### src/rtl/core/mm4_pkg.sv
package mm4_pkg;

  localparam int WORD_W         = 32;
  localparam int RES_W          = 16;
  localparam int DEF_MATRIX_DIM = 4;
  localparam int DEF_ELEM_BITS  = 8;

  // Control word: start bit on write, done flag on read.
  localparam logic [4:0]        CTRL_WORD_IDX  = 5'd0;
  localparam int               CTRL_START_BIT = 0;
  localparam logic [WORD_W-1:0] CTRL_DONE     = 32'h0000_0100;

  typedef enum logic {
    OP_READ  = 1'b0,
    OP_WRITE = 1'b1
  } op_t;

  typedef enum logic {
    SEQ_IDLE,
    SEQ_RUN
  } seq_state_t;

  // Status from the multiply sequencer to the register front end.
  typedef struct packed {
    logic busy;
    logic wr_en;
  } seq_status_t;

endpackage

### src/rtl/core/matrix_multiply_4x4_regs.sv
// Register-mapped matrix multiplier, C = A x B over unsigned packed elements.
// Input channel (in_valid/in_ready): one bus access per item, in_op selects
// read or write, in_word_index the word, in_write_data the written value.
// Word 0 is control (write bit 0 to start, read bit 8 for done), words 1..D
// hold the rows of A, D+1..2D the rows of B, and the following words read C
// as two 16-bit elements each.
// Result channel (out_valid/out_ready): one item per access, the read value,
// or zero for a write, registered and shown in the cycle after acceptance.
// Plain accesses run at one item per cycle while the result side keeps up.
// A start is answered at once, then a single shared multiply-accumulate unit
// runs D*D*D steps, one per cycle, and drains its operand, product and write
// registers; in_ready stays low until that pipeline is empty.
// While the receiver stalls, the result stays in the output register and
// in_ready drops, so no item is lost or repeated.
// Reset (rst_n low, synchronous) clears the rows, the done flag and the
// valid flags of the result words; C reads zero until the first multiply.
module matrix_multiply_4x4_regs #(
  parameter int MATRIX_DIM = mm4_pkg::DEF_MATRIX_DIM,
  parameter int ELEM_BITS  = mm4_pkg::DEF_ELEM_BITS
) (
  input  logic                       clk,
  input  logic                       rst_n,
  input  logic                       in_valid,
  output logic                       in_ready,
  input  logic                       in_op,
  input  logic [4:0]                 in_word_index,
  input  logic [mm4_pkg::WORD_W-1:0] in_write_data,
  output logic                       out_valid,
  input  logic                       out_ready,
  output logic [mm4_pkg::WORD_W-1:0] out_read_data
);
  import mm4_pkg::*;

  localparam int IW      = $clog2(MATRIX_DIM);
  localparam int A_BASE  = 1;
  localparam int B_BASE  = A_BASE + MATRIX_DIM;
  localparam int C_BASE  = B_BASE + MATRIX_DIM;
  localparam int C_WORDS = (MATRIX_DIM * MATRIX_DIM + 1) / 2;
  localparam int CAW     = (C_WORDS > 1) ? $clog2(C_WORDS) : 1;

  logic [WORD_W-1:0] a_rows_r [MATRIX_DIM];
  logic [WORD_W-1:0] b_rows_r [MATRIX_DIM];
  logic              done_r;

  // Result words; a word that was never written reads as zero.
  logic [WORD_W-1:0] cmem [C_WORDS];
  logic [C_WORDS-1:0] cvalid_r;

  logic              out_valid_r;
  logic [WORD_W-1:0] out_read_data_r;

  seq_status_t       seq_st;
  logic [CAW-1:0]    seq_wr_idx;
  logic [WORD_W-1:0] seq_wr_data;

  logic           in_fire, is_write, start;
  int             idx;
  logic           hit_ctrl, hit_a, hit_b, hit_c;
  logic [IW-1:0]  a_sel, b_sel;
  logic [CAW-1:0] c_sel;

  // The output register decouples the two sides. While the sequencer is not
  // busy, an item is taken when the register is empty or is being emptied.
  assign in_ready = !seq_st.busy && (!out_valid_r || out_ready);
  assign in_fire  = in_valid && in_ready;
  assign is_write = (op_t'(in_op) == OP_WRITE);

  assign idx      = int'(in_word_index);
  assign hit_ctrl = (in_word_index == CTRL_WORD_IDX);
  assign hit_a    = (idx >= A_BASE) && (idx < B_BASE);
  assign hit_b    = (idx >= B_BASE) && (idx < C_BASE);
  assign hit_c    = (idx >= C_BASE) && (idx < C_BASE + C_WORDS);
  assign a_sel    = IW'(idx - A_BASE);
  assign b_sel    = IW'(idx - B_BASE);
  assign c_sel    = CAW'(idx - C_BASE);
  assign start    = in_fire && is_write && hit_ctrl && in_write_data[CTRL_START_BIT];

  always_ff @(posedge clk) begin
    if (!rst_n) begin
      for (int i = 0; i < MATRIX_DIM; i++) begin
        a_rows_r[i] <= '0;
        b_rows_r[i] <= '0;
      end
      done_r <= 1'b0;
    end else if (in_fire && is_write) begin
      if (hit_a) a_rows_r[a_sel] <= in_write_data;
      if (hit_b) b_rows_r[b_sel] <= in_write_data;
      if (start) done_r <= 1'b1;
    end
  end

  always_ff @(posedge clk) begin
    if (!rst_n) begin
      cvalid_r <= '0;
    end else if (seq_st.wr_en) begin
      cvalid_r[seq_wr_idx] <= 1'b1;
    end
  end

  always_ff @(posedge clk) begin
    if (seq_st.wr_en) begin
      cmem[seq_wr_idx] <= seq_wr_data;
    end
  end

  // Read data lands directly in the output register.
  always_ff @(posedge clk) begin
    if (in_fire) begin
      if (is_write) begin
        out_read_data_r <= '0;
      end else if (hit_ctrl) begin
        out_read_data_r <= done_r ? CTRL_DONE : '0;
      end else if (hit_a) begin
        out_read_data_r <= a_rows_r[a_sel];
      end else if (hit_b) begin
        out_read_data_r <= b_rows_r[b_sel];
      end else if (hit_c && cvalid_r[c_sel]) begin
        out_read_data_r <= cmem[c_sel];
      end else begin
        out_read_data_r <= '0;
      end
    end
  end

  always_ff @(posedge clk) begin
    if (!rst_n) begin
      out_valid_r <= 1'b0;
    end else if (in_fire) begin
      out_valid_r <= 1'b1;
    end else if (out_ready) begin
      out_valid_r <= 1'b0;
    end
  end

  assign out_valid     = out_valid_r;
  assign out_read_data = out_read_data_r;

  mm4_mac_seq #(
    .MATRIX_DIM (MATRIX_DIM),
    .ELEM_BITS  (ELEM_BITS)
  ) u_seq (
    .clk       (clk),
    .rst_n     (rst_n),
    .start_i   (start),
    .a_rows_i  (a_rows_r),
    .b_rows_i  (b_rows_r),
    .status_o  (seq_st),
    .wr_idx_o  (seq_wr_idx),
    .wr_data_o (seq_wr_data)
  );

endmodule

### src/rtl/core/mm4_mac_seq.sv
module mm4_mac_seq #(
  parameter int  MATRIX_DIM = mm4_pkg::DEF_MATRIX_DIM,
  parameter int  ELEM_BITS  = mm4_pkg::DEF_ELEM_BITS,
  localparam int C_WORDS    = (MATRIX_DIM * MATRIX_DIM + 1) / 2,
  localparam int CAW        = (C_WORDS > 1) ? $clog2(C_WORDS) : 1
) (
  input  logic                        clk,
  input  logic                        rst_n,
  input  logic                        start_i,
  input  logic [mm4_pkg::WORD_W-1:0]  a_rows_i [MATRIX_DIM],
  input  logic [mm4_pkg::WORD_W-1:0]  b_rows_i [MATRIX_DIM],
  output mm4_pkg::seq_status_t        status_o,
  output logic [CAW-1:0]              wr_idx_o,
  output logic [mm4_pkg::WORD_W-1:0]  wr_data_o
);
  import mm4_pkg::*;

  localparam int IW = $clog2(MATRIX_DIM);
  localparam int EW = $clog2(MATRIX_DIM * MATRIX_DIM);
  localparam int PW = 2 * ELEM_BITS;
  localparam logic [IW-1:0] KMAX      = IW'(MATRIX_DIM - 1);
  localparam logic [EW-1:0] ELEM_LAST = EW'(MATRIX_DIM * MATRIX_DIM - 1);

  // Element k of a packed row; elements past bit 31 read as zero.
  function automatic logic [ELEM_BITS-1:0] elem_of(input logic [WORD_W-1:0] row,
                                                   input logic [IW-1:0] k);
    int pos;
    logic [WORD_W-1:0] sh;
    pos = int'(k) * ELEM_BITS;
    sh  = row >> pos;
    if (pos >= WORD_W) return '0;
    return sh[ELEM_BITS-1:0];
  endfunction

  seq_state_t state_r, state_nxt;
  logic [IW-1:0] r_r, r_nxt, c_r, c_nxt, k_r, k_nxt;
  logic          issue;
  logic [EW-1:0] elem_cur;

  logic                 s1_vld_r, s1_first_r, s1_last_r;
  logic [EW-1:0]        s1_elem_r;
  logic [ELEM_BITS-1:0] a_op_r, b_op_r;

  logic          s2_vld_r, s2_first_r, s2_last_r;
  logic [EW-1:0] s2_elem_r;
  logic [PW-1:0] prod_r;

  logic [WORD_W-1:0] prod_ext;
  logic [RES_W-1:0]  acc_r, hold_r, acc_sum;

  logic              wr_vld_r;
  logic [CAW-1:0]    wr_idx_r;
  logic [WORD_W-1:0] wr_data_r;

  // Loop order: k fastest, then column, then row.
  always_comb begin
    state_nxt = state_r;
    r_nxt     = r_r;
    c_nxt     = c_r;
    k_nxt     = k_r;
    issue     = 1'b0;
    unique case (state_r)
      SEQ_IDLE: begin
        if (start_i) begin
          state_nxt = SEQ_RUN;
          r_nxt     = '0;
          c_nxt     = '0;
          k_nxt     = '0;
        end
      end
      SEQ_RUN: begin
        issue = 1'b1;
        if (k_r == KMAX) begin
          k_nxt = '0;
          if (c_r == KMAX) begin
            c_nxt = '0;
            if (r_r == KMAX) begin
              r_nxt     = '0;
              state_nxt = SEQ_IDLE;
            end else begin
              r_nxt = r_r + 1'b1;
            end
          end else begin
            c_nxt = c_r + 1'b1;
          end
        end else begin
          k_nxt = k_r + 1'b1;
        end
      end
      default: state_nxt = SEQ_IDLE;
    endcase
  end

  always_ff @(posedge clk) begin
    if (!rst_n) begin
      state_r <= SEQ_IDLE;
      r_r     <= '0;
      c_r     <= '0;
      k_r     <= '0;
    end else begin
      state_r <= state_nxt;
      r_r     <= r_nxt;
      c_r     <= c_nxt;
      k_r     <= k_nxt;
    end
  end

  assign elem_cur = EW'(int'(r_r) * MATRIX_DIM + int'(c_r));

  // Operand fetch, multiply and accumulate each sit behind a register.
  always_ff @(posedge clk) begin
    if (!rst_n) begin
      s1_vld_r <= 1'b0;
      s2_vld_r <= 1'b0;
      wr_vld_r <= 1'b0;
    end else begin
      s1_vld_r <= issue;
      s2_vld_r <= s1_vld_r;
      wr_vld_r <= s2_vld_r && s2_last_r && (s2_elem_r[0] || (s2_elem_r == ELEM_LAST));
    end
  end

  assign prod_ext = WORD_W'(prod_r);
  assign acc_sum  = (s2_first_r ? '0 : acc_r) + prod_ext[RES_W-1:0];

  always_ff @(posedge clk) begin
    a_op_r     <= elem_of(a_rows_i[r_r], k_r);
    b_op_r     <= elem_of(b_rows_i[k_r], c_r);
    s1_first_r <= (k_r == '0);
    s1_last_r  <= (k_r == KMAX);
    s1_elem_r  <= elem_cur;

    prod_r     <= PW'(a_op_r) * PW'(b_op_r);
    s2_first_r <= s1_first_r;
    s2_last_r  <= s1_last_r;
    s2_elem_r  <= s1_elem_r;

    if (s2_vld_r) begin
      acc_r <= acc_sum;
      if (s2_last_r && !s2_elem_r[0]) begin
        hold_r <= acc_sum;
      end
    end
    // An even element waits for its odd partner unless it is the last one.
    wr_idx_r  <= CAW'(s2_elem_r >> 1);
    wr_data_r <= s2_elem_r[0] ? {acc_sum, hold_r} : {{RES_W{1'b0}}, acc_sum};
  end

  assign status_o.busy  = (state_r != SEQ_IDLE) || s1_vld_r || s2_vld_r || wr_vld_r;
  assign status_o.wr_en = wr_vld_r;
  assign wr_idx_o       = wr_idx_r;
  assign wr_data_o      = wr_data_r;

endmodule

### config.mk
export PLATFORM = sky130hd
export DESIGN_NAME = matrix_multiply_4x4_regs
export DESIGN_NICKNAME = d
export VERILOG_FILES = /design/src/rtl/core/mm4_pkg.sv /design/src/rtl/core/matrix_multiply_4x4_regs.sv /design/src/rtl/core/mm4_mac_seq.sv
export SDC_FILE = /design/constraint.sdc
export NUM_CORES = 1
export LEC_CHECK = 0
export ABC_AREA = 1
export ABC_CLOCK_PERIOD_IN_PS = 9920
export BUFFER_PORTS_ARGS = -buffer_cell sky130_fd_sc_hd__buf_2
export CAP_MARGIN = 20
export CORE_MARGIN = 3
export CORE_UTILIZATION = 33
export CTS_CLUSTER_SIZE = 12
export DETAILED_ROUTE_END_ITERATION = 10
export GPL_TIMING_DRIVEN = 0
export PLACE_DENSITY_LB_ADDON = 0.15
export REMOVE_ABC_BUFFERS = 1
export SKIP_CTS_REPAIR_TIMING = 1
export SLEW_MARGIN = 10
export SYNTH_ARGS = -nofsm -noshare
export SYNTH_HDL_FRONTEND = slang
export SYNTH_SLANG_ARGS = --single-unit
### constraint.sdc
create_clock -name clk -period 9.92 [get_ports clk]
set_input_delay 1.984 -clock clk [delete_from_list [all_inputs] [get_ports clk]]
set_output_delay 1.984 -clock clk [all_outputs]
set_load 0.02 [all_outputs]
==> results.py <==
metrics = {
    "status": {
        "status": "completed",
    },
    "final_layout": {
        "layout-drive-gt1-share_pct": 7.360,
        "stdcell_count": 5016,
        "regArea_um2": 16730,
        "fillers": 9621,
        "multi_input_area_um2": 12620,
        "area_delta_synth_final_pct": 13.77,
        "final_nets": 3826,
    },
    "logic_synthesis": {
        "synthCells": 3751,
        "synth.area.mux_share_pct": 0,
        "ys_ff_latch": 675,
        "synthAdderAreaFrac_pct": 4.708,
        "synth_edf_count": 320,
        "synth_top_area_share_pct": 30.34,
        "synth_top_family_by_area": "simple AND/OR/NAND/NOR gates",
        "synth_area_leader_cell": "edfxtp_1",
        "yosysWarnings": 0,
        "synth.most_common_cell": "o21ai_0",
        "async_flop_share_pct": 0,
        "seq_area_frac_synth_pct": 52.77,
        "ys.flop_type": "dfxtp_1",
        "synth_compound_area_share_pct": 16.34,
        "syn_area_um2": 31680,
        "netlist_top_cells_count": "o21ai_0, nand2_1, nor2_1",
        "ys_types": 42,
        "synth_xor_area_share_pct": 0.5253,
        "synth-simple-area-share_pct": 17.85,
        "synth.avg_cell_area_um2": 8.445,
        "yosys-top-cells-area": "edfxtp_1, dfxtp_1, o21ai_0",
    },
    "placed_design": {
        "port_buffers": 75,
        "dpl.cell_count": 4873,
        "place_hpwl_um": 62980,
        "place_congestion": 0.7870,
    },
    "sta": {
        "fin_skew_ns": 0.02322,
        "slew_violations": 0,
        "setup_viol": 0,
        "max_slew_margin_pct": 31.13,
        "fmax_mhz": 132.0,
        "rsz0062_at_grt": "false",
        "period_share_pct": 76.39,
        "fin_crit_ns": 7.578,
        "hold_viol": 0,
        "worst_pin_slew_ns": 1.033,
    },
    "detailed_routing": {
        "wl_per_cell_um": 20.67,
        "drc_errors": 0,
        "ant_nets": 0,
        "finalWirelength_um": 103700,
        "first_iter_violations": 2281,
        "first_pass_iters": 5,
        "via_per_inst": 5.106,
        "vias": 25610,
    },
    "clocking": {
        "clk_transition_reported_paths_ns": 0.06,
        "tritoncts": "yes",
        "numClockSinks": 675,
        "cts_buffer_depth": 3,
        "numCtsBuffers": 77,
        "htree_levels": 3,
        "root_buffer": "clkbuf_16",
        "worstSkewPairLatency_ns": 0.63,
    },
    "global_route": {
        "track_usage_pct": 20.53,
        "grt_pass1_wl_um": 155600,
        "grt_pass1_vias": 24300,
        "grt_max_degree": 146,
        "antenna_found_initial": 6,
        "overflow": 0,
    },
    "worst_setup_path": {
        "cp_slowest_cell": "ha_4",
        "crit_buf_inv": 8,
        "critPathRequiredTime_ns": 10.26,
        "slowest_delay_ns": 0.78,
        "crit_family": "buffers and inverters",
        "end_kind": "flip-flop",
        "cp_common_cell": "buf_16",
        "arrival_ns": 7.92,
        "crit_chain": "buf_8 > inv_8 > buf_16 > buf_16 > ha_4 > buf_16 > clkinv_4 > buf_16 > buf_16 > nand3_1 > nand3_1 > nand2_1 > nand2_2 > a21oi_1 > a21oi_1 > nor2_1",
        "start_kind": "primary input",
        "crit_type": "in -> reg",
        "path_max_fanout": 131,
    },
    "die": {
        "fp.dieH_um": 315.8,
        "die-area_um2": 99740,
        "start_util_pct": 33.29,
        "boundaryPins": 76,
        "die_w_um": 315.8,
        "core-area_um2": 95150,
        "rows": 113,
    },
    "worst_hold_path": {
        "hold_path.class": "reg -> reg",
    },
    "pwr": {
        "fin_total_pwr_mw": 6.196,
        "pwr_density_cell_nw_per_um2": 171.9,
        "p_leak_nw": 14.44,
        "peakVddDrop_uv": 106.6,
    },
    "job": {
        "maxCapViolations": 0,
    },
}
==> worst reg2reg max path, stage by stage (launching register included) <==
cell and delay, ns:
dfxtp_1 0.61, nand2_1 0.15, fa_1 0.51, fa_1 0.55
inv_1 0.05, fa_1 0.47, inv_1 0.05, fa_1 0.47
inv_1 0.04, ha_1 0.37, nand2_1 0.12, inv_1 0.07
a21oi_1 0.09, o21ai_0 0.32, nand3_1 0.14, nand3_1 0.10
nand2_1 0.05
==> report_power, final <==
group	internal, mW	switching (mW)	leakage [nW]	total (mW)
clock	1.67	1.17	1.23	2.84
sequential	2.92	0.0141	5.82	2.93
combinational	0.117	0.307	7.40	0.423
total	4.70	1.49	14.4	6.20
==> placed cells by master, fill, tap and decap left out, types with 7 or more instances in the layout <==
cell type,count
o21ai_0,545
nand2_1,529
nor2_1,504
dfxtp_1,351
inv_1,324
a21oi_1,320
edfxtp_1,320
nand3_1,291
clkbuf_16,79
buf_2,73
ha_1,59
o21ai_1,51
fa_1,37
o22ai_1,36
o221ai_1,26
clkbuf_1,25
buf_16,20
buf_12,16
inv_2,12
clkbuf_8,12
clkinv_2,11
nor2_4,10
xor2_1,10
xnor2_1,9
clkinv_1,7
==> metrics by stage <==
step                      worst slack [ns]  hold WS, ns  setup TNS [ns]  cell area, µm²  util, %
after CTS                            2.351       0.3247               0           36040    37.87
after global placement              -18.50       0.3103        -1340.31           32450    34.10
after detailed placement             1.698       0.3121               0           33540    35.25
after floorplan                    -0.2045       0.3096          -6.007           30490        -
final                                2.342       0.3272               0           36040    37.87
after global routing                 2.084       0.3332               0           36040    37.87
==> layout make-up <==
class                      instances  share of cell area, %
tap                             1265                  4.392
sequential                       675                  46.41
inverter                         342                  3.614
multi-input combinational       2476                  35.01
antenna                            1               0.006944
clock inverter                    26                 0.7117
timing repair buffer             115                  3.649
clock buffer                     116                  6.204
==> path summary, 6_finish.rpt <==
path | cells after the start | to | slack, ns | from
min reg2reg | 0 | u_seq.s2_elem_r[1] | 0.33 | u_seq.s1_elem_r[1]
max | 16 | out_read_data[24] | 2.34 | in_word_index[0]
min | 0 | u_seq.s2_elem_r[1] | 0.33 | u_seq.s1_elem_r[1]
max reg2reg | 16 | u_seq.prod_r[12] | 5.66 | u_seq.a_op_r[4]
==> routing by layer <==
metal	track usage [%]	part of all wire (%)	vias to the layer above
li1	-	-	12470
met1	28.95	46	12210
met2	32.25	45	767
met3	3.513	6.0	157
met4	6.193	2.9	4
met5	0	0.022	-
==> flip-flops by register name, summed over array words and instances, names as in the netlist, 2 cells and up <==
| name | flops |
|---|---|
| u_seq.b_op_r | 8 |
| u_seq.k_r | 2 |
| u_seq.acc_r | 16 |
| u_seq.s2_elem_r | 4 |
| u_seq.wr_idx_o | 3 |
| u_seq.a_op_r | 8 |
| cvalid_r | 8 |
| b_rows_r | 128 |
| out_read_data | 32 |
| u_seq.prod_r | 16 |
| a_rows_r | 128 |
| cmem | 256 |
| u_seq.wr_data_o | 32 |
| u_seq.c_r | 2 |
| u_seq.s1_elem_r | 4 |
| u_seq.hold_r | 16 |
| u_seq.r_r | 2 |
==> cells by family after synthesis <==
family,after synthesis
buf+inv,600
xor+xnor,19
simple gates,1363
fa+ha+maj,97
compound gates,997
flops,675
No activity file was read; power rests on OpenSTA's default activity.
